### src/design/d2i_pkg.sv
package d2i_pkg;
   localparam logic [1:0] OP_SINGLE   = 2'd0;
   localparam logic [1:0] OP_DOUBLE   = 2'd1;
   localparam logic [1:0] OP_EXTENDED = 2'd2;
   localparam logic [1:0] OP_UNUSED   = 2'd3;

   typedef struct packed {
      logic [63:0] image_high;
      logic [63:0] image_low;
      logic        too_small;
      logic        too_large;
   } result_type;

   function automatic logic [63:0] swap_words(input logic [63:0] v);
      swap_words = {v[39:32], v[47:40], v[55:48], v[63:56],
                    v[7:0], v[15:8], v[23:16], v[31:24]};
   endfunction
endpackage

### src/design/double_to_ieee_format_convert.sv
// Pipeline: an accepted request passes through the input reg and then the result reg, which drives rsp_valid.
// Throughput: one transaction per cycle while rsp_ready is high; conversion is one combinational pass.
// Reset: synchronous active-high reset clears valids and swap_ff.
module double_to_ieee_format_convert
   import d2i_pkg::*;
(
   input  logic        clock,
   input  logic        reset,
   input  logic        req_valid,
   output logic        req_ready,
   input  logic [1:0]  req_op,
   input  logic [63:0] req_value_bits,
   output logic        rsp_valid,
   input  logic        rsp_ready,
   output logic [63:0] rsp_image_high,
   output logic [63:0] rsp_image_low,
   output logic        rsp_too_small,
   output logic        rsp_too_large,
   input  logic        csr_write_enable,
   input  logic        csr_write_data
);
   logic        swap_ff;
   logic        in_valid_ff;
   logic [1:0]  op_ff;
   logic [63:0] val_ff;
   logic        out_valid_ff;
   result_type  res_ff;
   result_type  res_in;
   logic        adv;

   // advance stage 2 when result is empty or being taken
   assign adv       = !out_valid_ff || rsp_ready;
   assign req_ready = !in_valid_ff || adv;

   d2i_convert u_conv (
      .op(op_ff), .value_bits(val_ff), .byte_swap(swap_ff), .result(res_in)
   );

   always_ff @(posedge clock) begin
      if (reset) begin
         swap_ff      <= 1'b0;
         in_valid_ff  <= 1'b0;
         out_valid_ff <= 1'b0;
      end else begin
         if (csr_write_enable) swap_ff <= csr_write_data;
         if (req_ready) in_valid_ff <= req_valid;
         if (adv) out_valid_ff <= in_valid_ff;
      end
   end

   always_ff @(posedge clock) begin
      if (req_ready && req_valid) begin
         op_ff  <= req_op;
         val_ff <= req_value_bits;
      end
      if (adv && in_valid_ff) res_ff <= res_in;
   end

   assign rsp_valid      = out_valid_ff;
   assign rsp_image_high = res_ff.image_high;
   assign rsp_image_low  = res_ff.image_low;
   assign rsp_too_small  = res_ff.too_small;
   assign rsp_too_large  = res_ff.too_large;

   a_flags_excl: assert property (@(posedge clock) disable iff (reset)
      rsp_valid |-> !(rsp_too_small && rsp_too_large))
      else $error("both flags set");
   a_hold: assert property (@(posedge clock) disable iff (reset)
      rsp_valid && !rsp_ready |=> rsp_valid && $stable(rsp_image_high))
      else $error("result dropped");
   a_fill: assert property (@(posedge clock) disable iff (reset)
      in_valid_ff && adv |=> rsp_valid)
      else $error("item lost");
endmodule

### src/design/d2i_convert.sv
module d2i_convert
   import d2i_pkg::*;
(
   input  logic [1:0]  op,
   input  logic [63:0] value_bits,
   input  logic        byte_swap,
   output result_type  result
);
   logic        sign;
   logic [10:0] ef;
   logic [51:0] fr;
   logic [5:0]  lz;
   logic [51:0] f52;
   logic signed [16:0] e;
   logic signed [16:0] expo;
   logic signed [16:0] maxe;
   logic signed [16:0] bias;
   logic        underflow, overflow, active;
   logic [14:0] ex;
   logic [63:0] hi, lo;

   assign sign = value_bits[63];
   assign ef   = value_bits[62:52];
   assign fr   = value_bits[51:0];

   // leading-zero count of the subnormal fraction
   always_comb begin
      lz = 6'd0;
      for (int i = 0; i < 52; i++) begin
         if (fr[i]) lz = 6'(51 - i);
      end
   end

   always_comb begin
      unique case (op)
         OP_SINGLE:   maxe = 17'sd255;
         OP_DOUBLE:   maxe = 17'sd2047;
         default:     maxe = 17'sd32767;
      endcase
      bias   = maxe >>> 1;
      active = (op != OP_UNUSED) && !(ef == 11'd0 && fr == 52'd0);
      if (ef == 11'd0) begin
         e   = -17'sd1023 - 17'(lz);
         f52 = 52'(fr << (lz + 6'd1));
      end else begin
         e   = 17'($signed({6'd0, ef})) - 17'sd1023;
         f52 = fr;
      end
      expo     = e + bias;
      overflow = active && ((ef == 11'h7FF) || (expo > maxe - 17'sd1));
      underflow = active && !overflow && (expo < 17'sd1);
      if (underflow) begin
         ex = 15'd0;
      end else if (overflow) begin
         ex = 15'(maxe);
      end else begin
         ex = expo[14:0];
      end
      hi = 64'd0;
      lo = 64'd0;
      if (active) begin
         unique case (op)
            OP_SINGLE:
               hi = {sign, ex[7:0], (underflow || overflow) ? 23'd0 : f52[51:29], 32'd0};
            OP_DOUBLE:
               hi = {sign, ex[10:0], (underflow || overflow) ? 52'd0 : f52};
            default: begin
               hi = {sign, ex, ~underflow, (underflow || overflow) ? 47'd0 : f52[51:5]};
               lo = {(underflow || overflow) ? 5'd0 : f52[4:0], 59'd0};
            end
         endcase
      end
      result.image_high = byte_swap ? swap_words(hi) : hi;
      result.image_low  = byte_swap ? swap_words(lo) : lo;
      result.too_small  = underflow;
      result.too_large  = overflow;
   end
endmodule
### config.mk
export PLATFORM = sky130hd
export DESIGN_NAME = double_to_ieee_format_convert
export DESIGN_NICKNAME = d
export VERILOG_FILES = /design/src/design/d2i_pkg.sv /design/src/design/double_to_ieee_format_convert.sv /design/src/design/d2i_convert.sv
export SDC_FILE = /design/constraint.sdc
export NUM_CORES = 1
export LEC_CHECK = 0
export BUFFER_PORTS_ARGS = -buffer_cell sky130_fd_sc_hd__buf_2
export CAP_MARGIN = 30
export CELL_PAD_IN_SITES_DETAIL_PLACEMENT = 0
export CELL_PAD_IN_SITES_GLOBAL_PLACEMENT = 1
export CORE_AREA = 10 10 190 192
export CTS_BUF_LIST = sky130_fd_sc_hd__clkbuf_2
export DETAILED_ROUTE_END_ITERATION = 10
export DIE_AREA = 0 0 200 202
export PLACE_DENSITY = 0.87
export SETUP_SLACK_MARGIN = 0.15
export SLEW_MARGIN = 25
export SYNTH_ARGS = -nofsm -noshare
export SYNTH_HDL_FRONTEND = slang
export SYNTH_SLANG_ARGS = --single-unit
### constraint.sdc
create_clock -name clock -period 7.01 [get_ports clock]
set_input_delay 1.402 -clock clock [delete_from_list [all_inputs] [get_ports clock]]
set_output_delay 1.402 -clock clock [all_outputs]
set_load 0.01 [all_outputs]
==> After elaboration in Yosys (flattened, before gate mapping) <==
Cells that the tools add are included.
{ "totals": {"ff_bits": 199, "elab_cells": 107} }
{ "classes": {"n_reduce_logical": 19, "n_eq_ne": 3, "mux": 67, "shifts": 1, "magnitude_cmp": 2, "bitwise": 1, "n_addsub": 5} }
{ "ops": {"columns": ["cell", "n"], "rows": [
  ["64-bit two-way mux", 5],
  ["6-bit two-way mux", 52],
  ["63-bit one-hot mux with 2 select lines", 1],
  ["52-bit two-way mux", 2],
  ["52-bit zero test", 1],
  ["52-bit by 6-bit << shifter with 52-bit output", 1],
  ["47-bit two-way mux", 1],
  ["15-bit two-way mux", 2],
  ["15-bit one-hot mux with 2 select lines", 1],
  ["23-bit two-way mux", 1],
  ["17-bit by 15-bit adder with 17-bit output", 1],
  ["17-bit > comparator", 1],
  ["17-bit by 2-bit < comparator with 1-bit output (second input constant)", 1],
  ["17-bit two-way mux", 1],
  ["15-bit by 1-bit subtractor with 16-bit output (second input constant)", 1],
  ["11-bit by 10-bit subtractor with 12-bit output (second input constant)", 1],
  ["11-bit by 7-bit subtractor with 12-bit output (first input constant)", 1],
  ["11-bit equality test (second input constant)", 1],
  ["11-bit zero test", 1],
  ["1-bit logical AND", 7],
  ["6-bit by 1-bit adder with 6-bit output (second input constant)", 1],
  ["5-bit two-way mux", 1],
  ["1-bit zero test", 4],
  ["1-bit logical OR", 4],
  ["other kinds (5)", 5]
]} }

==> Longest topological paths before layout <==
Gate-level depths: netlist of the first run.
{ "depth": {"ltp_word": 66, "mapped_depth": 32, "ltp_nobuf": 29} }

==> Cells and area by module <==
From an unflattened synthesis of the first run, not the netlist that was laid out.
{ "unflattened": {"cells_unflattened": 1714, "hier_area_um2": 15681.3} }
{ "modules_own_cells": {"columns": ["module", "area_per_inst_um2", "cells_per_inst", "n_inst"], "rows": [
  ["d2i_convert", 9658.0, 1505, 1],
  ["double_to_ieee_format_convert", 6023.3, 209, 1]
]} }

==> Worst setup path before layout of the first run <==
No wires, ideal clock.
{ "synth_path": {"kind": "reg2reg", "from": "register val_ff[15]", "to": "register res_ff (netlist bit rsp_image_high[49]) (data pin)", "synth_period_minus_slack_ns": 6.144, "t_arrival_ns": 5.884, "setup_time_ns": 0.260, "path_slack_ns": 0.866, "stages_incl_launch_ff": 27, "required_ns": 6.750, "path_cell_list": "edfxtp_1 buf_6 or3_4 or4_4 or4b_4 a22oi_4 nand2_1 o21ai_0 nand2_1 ha_1 a21o_1 a21o_1 or3_1 a21o_1 o21ai_0 nor2_1 xor2_1 ha_1 a211oi_1 nand2_1 a311o_1 a21boi_2 buf_2 nand2_1 o21ai_0 a21oi_1 mux2_2"} }
{ "synth_rtl": {"columns": ["item", "line", "text"], "rows": [
  ["start: declaration", "double_to_ieee_format_convert.sv:25", "logic [63:0] val_ff;"],
  ["start signal: assignment", "double_to_ieee_format_convert.sv:54", "val_ff <= req_value_bits;"],
  ["end signal: assignment", "double_to_ieee_format_convert.sv:56", "if (adv && in_valid_ff) res_ff <= res_in;"],
  ["end: declaration", "double_to_ieee_format_convert.sv:27", "result_type res_ff;"]
]} }

==> impl_metrics.json, run 1 <==
{
  "synth_area_leader_cell": "edfxtp_1",
  "port_buffers": 149,
  "arrival_ns": 7.26,
  "initial_core_util_pct": 44.6,
  "worstMarginPinSlew_ns": 1.07,
  "synth_top_cells_by_area": "edfxtp_1 30%, mux2i_1 4.7%, nor2_1 4.4%, o21ai_0 4.0%, a21oi_1 3.9%",
  "cts-root-buf": "clkbuf_2",
  "finalSetupViolations": 0,
  "maxCapViolations": 0,
  "ys_async_sr_fraction_pct": 0,
  "path_class": "reg2reg",
  "drt-met1-wl_mm": 24.1,
  "mostFrequentLayoutCells": "168 x nor2_1, 150 x buf_4, 149 x buf_2",
  "clkTransAtPathRegs_ns": 0.24,
  "worst_hold_slack_ns": 0.540,
  "share_comb_of_total_power_pct": 42.6,
  "finalCritPeriodShare_pct": 93.5,
  "numCtsBuffers": 17,
  "clock-sinks": 145,
  "first_global_vias": 14400,
  "tns_ns": 0,
  "antenna_found_initial": 1,
  "fp.dieW_um": 200,
  "core-area_mm2": 0.0323,
  "r2r_slack_ns": 0.46,
  "hold_viol": 0,
  "wl_met2_mm": 25.1,
  "vias_per_cell": 6.50,
  "ys_ff_latch": 145,
  "netSwitchingFraction_pct": 40.3,
  "fin_skew_ns": 0.0624,
  "critPathCaptureType": "flip-flop",
  "cp_slowest_stage_delay_ns": 0.44,
  "synth_edf_count": 142,
  "yosys_warnings": 0,
  "row_count": 66,
  "vias": 15300,
  "ios": 204,
  "synth_ff_type": "edfxtp_1",
  "critPathMaxFanout": 8,
  "start_kind": "flip-flop",
  "htreeDepth": 4,
  "grt_overflow_total": 0,
  "grt_pass1_wl_mm": 86.8,
  "p_switching_w": 0.00113,
  "status": "complete, no violations",
  "fin_nets": 1993,
  "wl_per_cell_um": 24.4,
  "drv_slew": 0,
  "stdcell_area_mm2": 0.0165,
  "post-route-drc-count": 0,
  "first_pass_iters": 6,
  "clk_latency_ns": 0.89,
  "die_area_mm2": 0.0404,
  "synth.distinct_cells": 95,
  "period_needed_ns": 6.55,
  "gp_congestion": 1.01,
  "yosys.area.top_type_share_pct": 29.6,
  "pwr-share-seq_pct": 38.2,
  "critPathTopFamily": "simple AND/OR/NAND/NOR gates",
  "final_common_cell": "nor2_1",
  "power_density_mw_per_mm2": 170,
  "syn2layout_area_growth_pct": 14.8,
  "p_int_w": 0.00168,
  "rsz0062_at_grt": "false",
  "wirelength_mm": 57.4,
  "grt_max_degree": 85,
  "ir_worst_vdd_v": 0.000124,
  "final_util_pct": 51.2,
  "drtAntennaViolNets": 0,
  "dpl_cell_area_mm2": 0.0160,
  "cp_slowest_cell": "or4_1",
  "hold_class": "reg2reg",
  "dpl.hpwl_mm": 44.5,
  "max_freq_ghz": 0.153,
  "highest_layer": "met4",
  "cp_num_buf_inv": 3,
  "ctsLongestPathBuffers": 2,
  "clock_power_share_pct": 19.2,
  "required_ns": 7.71,
  "synth_seq_area_share_pct": 30.0,
  "drive_gt1_share_pct": 23.8,
  "power.leakage_nw": 6.52,
  "met3WireLength_mm": 5.79,
  "cts_tree": "built",
  "syn_avg_cell_area_um2": 8.29,
  "synth_cells": 1736,
  "grt_usage_pct": 27.5,
  "slew-limit-headroom_pct": 27.8,
  "first_iter_violations": 1962,
  "die_h_um": 202,
  "synthesis.area_mm2": 0.0144
}
==> metrics by stage <==
step / std cells / total power [W] / setup slack [ns]
global placement: 2311 / 0.00222 / 0.393
global route: 2357 / 0.00296 / 0.161
detailed placement: 2311 / 0.00223 / 0.301
finish: 2357 / 0.00281 / 0.458
floorplan: 1789 / 0.00184 / 0.866
CTS: 2343 / 0.00278 / 0.157
==> per-layer routing <==
| metal | GRT usage, % | up-vias |
|---|---|---|
| met1 | 38.3 | 7308 |
| met4 | 12.7 | 0 |
| met2 | 40.7 | 964 |
| met3 | 4.50 | 124 |
| met5 | 0 | - |
| li1 | - | 6917 |
==> final cells by class <==
type                    count  area (um^2)
diodes                      1         2.50
multi-input cells        1390         9270
well taps                 442          553
inverters                  43          161
repair buffers            304         1950
clock inverters            15          173
fillers                  3151        15800
clock buffers              17         85.1
flip-flops and latches    145         4330
==> worst register-to-register path: stages, from the launching register on <==
cell and delay, ns:
edfxtp_1 0.43, or3_1 0.41, or4_1 0.44, a31o_2 0.30, a211oi_1 0.33, nor2_1 0.10
inv_1 0.08, ha_1 0.24, nand4b_1 0.28, nor2b_1 0.24, nor3b_1 0.27, nand4_1 0.22
o311ai_2 0.29, buf_4 0.16, nand2_1 0.09, xnor2_2 0.16, ha_1 0.29, and4_1 0.23
and4_1 0.19, and3_1 0.20, a311oi_2 0.30, a21boi_2 0.11, buf_6 0.15, nor2_2 0.24
o21ai_0 0.22, or2_2 0.31, a21oi_1 0.14
==> power groups by stage <==
| stage | logic [W] | registers (W) | clock network [W] |
|---|---|---|---|
| after floorplan | 0.000744 | 0.00109 | 0 |
| after global placement | 0.00113 | 0.00109 | 0 |
| after detailed placement | 0.00113 | 0.00109 | 0 |
| after CTS | 0.00114 | 0.00107 | 0.000563 |
| after global routing | 0.00128 | 0.00108 | 0.000603 |
| final | 0.00120 | 0.00107 | 0.000540 |
==> sequential cells by signal, indices dropped and copies added, names as in the netlist <==
signal          flops
swap_ff             1
val_ff             64
in_valid_ff         1
op_ff               2
rsp_valid           1
rsp_too_large       1
rsp_too_small       1
rsp_image_high     64
rsp_image_low      10
==> worst paths after layout <==
path | from | end | cells past startpoint
hold reg to reg | in_valid_ff | rsp_valid | 2
setup / recovery | val_ff[12] | rsp_image_high[32] | 26
setup reg to reg | val_ff[12] | rsp_image_high[32] | 26
hold / removal | in_valid_ff | rsp_valid | 2
==> cell usage after synthesis, types with 13 or more instances <==
library cell  instances
or3_1                14
o211ai_1             32
nand4_1              13
a22oi_1              21
buf_4                56
inv_1                40
nor2_1              169
and3_1               18
mux4_2               18
nand3_1              61
nand2b_1             20
a21oi_1             111
a31oi_1              21
o22ai_1              49
nor4_1               29
a21o_1               22
buf_1                17
ha_1                 20
nor3_1               52
nand2_1             130
a211oi_1             27
xnor2_1              14
o21a_1               14
clkbuf_1            130
o21ai_0             116
o221ai_1             15
edfxtp_1            142
mux2i_1              67
mux2_2               40
==> logic make-up after synthesis <==
group / count (synthesis) / share of synthesized area, %
xor+xnor: 25 / 1.52
mux: 125 / 10.6
flops: 145 / 30.0
simple gates: 565 / 18.9
buf+inv: 254 / 8.19
compound gates: 601 / 29.0
other cells: 1 / 0.0260
fa+ha+maj: 20 / 1.74
==> repair_timing <==
action	in CTS	in global routing
setup buffers	0	13
resized for setup	0	28
hold buffers	0	0
setup endpoints to repair	0	76
(Power assumes the default switching activity.)
==> run 2, diff against run 1 <==
--- a/config.mk
+++ b/config.mk
@@ -5,15 +5,16 @@
 export SDC_FILE = /design/constraint.sdc
 export NUM_CORES = 1
 export LEC_CHECK = 0
+export ABC_CLOCK_PERIOD_IN_PS = 7010
 export BUFFER_PORTS_ARGS = -buffer_cell sky130_fd_sc_hd__buf_2
 export CAP_MARGIN = 30
 export CELL_PAD_IN_SITES_DETAIL_PLACEMENT = 0
 export CELL_PAD_IN_SITES_GLOBAL_PLACEMENT = 1
-export CORE_AREA = 10 10 190 192
+export CORE_AREA = 10 10 147 250
 export CTS_BUF_LIST = sky130_fd_sc_hd__clkbuf_2
 export DETAILED_ROUTE_END_ITERATION = 10
-export DIE_AREA = 0 0 200 202
-export PLACE_DENSITY = 0.87
+export DIE_AREA = 0 0 157 260
+export PLACE_DENSITY = 0.86
 export SETUP_SLACK_MARGIN = 0.15
 export SLEW_MARGIN = 25
 export SYNTH_ARGS = -nofsm -noshare
==> run 2 against run 1 <==
  * Via count grew 0.93%
  * Highest routed layer unchanged
  * Critical endpoint is now rsp_image_high[27]
  * Power grew 0.85%
  * Global-route usage grew 0.86 points
  * Cell area is 1.7% higher
  * Maximum frequency down 0.98%
  * Sequential power is essentially flat
  * Non-clock buffer count up 37
  * Worst setup slack worse by 0.065 ns
  * Sequential share of layout area down 0.45 points
==> impl_metrics.json, run 2 (synthesized netlist as in run 1, its figures left out) <==
{
  "status": "complete, no violations",
  "first_iter_violations": 1832,
  "maxCapViolations": 0,
  "cp_slowest_cell": "or4_4",
  "arrival_ns": 7.40,
  "tns_ns": 0,
  "r2r_start": "val_ff[14]",
  "power.leakage_nw": 6.70,
  "power_density_mw_per_mm2": 168,
  "p_int_w": 0.00166,
  "gp_congestion": 1.03,
  "clk_latency_ns": 0.97,
  "first_pass_iters": 7,
  "clock-sinks": 145,
  "p_switching_w": 0.00117,
  "required_ns": 7.79,
  "start_kind": "flip-flop",
  "cts_tree": "built",
  "share_comb_of_total_power_pct": 44.1,
  "netSwitchingFraction_pct": 41.4,
  "fp.dieW_um": 157,
  "fin_ws_ns": 0.392,
  "final_util_pct": 52.0,
  "max_freq_ghz": 0.151,
  "initial_core_util_pct": 44.5,
  "drtAntennaViolNets": 0,
  "cts-root-buf": "clkbuf_2",
  "ios": 204,
  "antenna_found_initial": 1,
  "post-route-drc-count": 0,
  "row_count": 87,
  "grt_usage_pct": 28.4,
  "clock_power_share_pct": 18.2,
  "wl_per_cell_um": 25.5,
  "final-instance-count-excl-fill": 2352,
  "final_common_cell": "buf_4",
  "slew-limit-headroom_pct": 27.6,
  "syn2layout_area_growth_pct": 16.8,
  "ctsLongestPathBuffers": 2,
  "pwr-share-seq_pct": 37.7,
  "startpoint": "val_ff[14]",
  "mostFrequentLayoutCells": "185 x buf_4, 167 x nor2_1, 149 x buf_2",
  "fin_skew_ns": 0.114,
  "finalCritPeriodShare_pct": 94.4,
  "core-area_mm2": 0.0323,
  "fin_nets": 2030,
  "dpl.hpwl_mm": 46.3,
  "hold_start": "in_valid_ff",
  "hold_viol": 0,
  "critPathCaptureType": "flip-flop",
  "finalSetupViolations": 0,
  "vias_per_cell": 6.57,
  "drv_slew": 0,
  "port_buffers": 149,
  "htreeDepth": 4,
  "drive_gt1_share_pct": 25.7,
  "critPathMaxFanout": 5,
  "dp.cells": 2307,
  "die_h_um": 260,
  "path_class": "reg2reg",
  "grt_pass1_wl_mm": 89.1,
  "cts_hold_buf": 0,
  "worstMarginPinSlew_ns": 1.07,
  "first_global_vias": 15200,
  "grt_overflow_total": 0,
  "grt_max_degree": 77,
  "rsz0062_at_grt": "false",
  "wirelength_mm": 59.9,
  "cp_slowest_stage_delay_ns": 0.61,
  "clkTransAtPathRegs_ns": 0.37,
  "ir_worst_vdd_v": 0.000133,
  "dp_slack_ns": -0.130,
  "die_area_mm2": 0.0408,
  "crit_top_cell": "a21o_1",
  "vias": 15500,
  "hold_class": "reg2reg",
  "period_needed_ns": 6.62,
  "numCtsBuffers": 17
}
## run 2: cell count changes in the layout (fill, tap and decap cells not counted), moves of 3 or more
cell,before,now
a211oi_1,26,22
a211oi_2,1,5
buf_4,150,185
inv_6,4,7
o21ai_0,113,107
o21ai_1,3,8
## run 2: power groups by stage
stage	Sequential [W]	Combinational [W]	Clock, W
global placement	0.00109	0.00116	0
floorplan	0.00109	0.000744	0
CTS	0.00107	0.00118	0.000525
global route	0.00107	0.00133	0.000568
detailed placement	0.00109	0.00117	0
finish	0.00107	0.00125	0.000514
## run 2: path summary, 6_finish.rpt
path              slack, ns                 end  cells after the start
setup / recovery       0.39  rsp_image_high[27]                     25
hold / removal         0.55           rsp_valid                      2
setup reg to reg       0.39  rsp_image_high[27]                     25
hold reg to reg        0.55           rsp_valid                      2
## run 2: critical path, delay by kind of cell (launching register included)
kind / cells / cell delay, ns
xor+xnor: 1 / 0.17
buf+inv: 1 / 0.21
fa+ha+maj: 2 / 0.59
simple gates: 11 / 2.85
flops: 1 / 0.49
compound gates: 9 / 1.89
mux: 1 / 0.21
## run 2: layout make-up
| type | count | area (um^2) |
|---|---|---|
| diodes | 1 | 2.50 |
| clock buffers | 17 | 85.1 |
| clock inverters | 15 | 145 |
| fillers | 3112 | 15500 |
| inverters | 43 | 161 |
| multi-input cells | 1390 | 9340 |
| flip-flops and latches | 145 | 4330 |
| well taps | 400 | 500 |
| repair buffers | 341 | 2250 |
## run 2: what timing repair did
item / in CTS / in global routing
gates resized for setup: 6 / 44
hold endpoints to repair: 0 / 0
pin swaps: 0 / 19
setup endpoints to repair: 56 / 76
buffers inserted: 3 / 8
## run 2: metal layers
| metal | wire length, um | up-vias | global-route usage [%] |
|---|---|---|---|
| met2 | 28900 | 932 | 47.6 |
| met3 | 4390 | 239 | 5.11 |
| met1 | 22000 | 7285 | 31.5 |
| met4 | 4720 | 0 | 20.7 |
| met5 | 0 | - | 0 |
| li1 | - | 7000 | - |
## run 2: per-stage QoR
stage	area [um^2]	power [W]	hold slack, ns
after floorplan	14600	0.00184	0.478
after global placement	16300	0.00225	0.504
after detailed placement	16300	0.00226	0.513
after CTS	16500	0.00278	0.525
after global routing	16800	0.00298	0.493
final	16800	0.00283	0.549
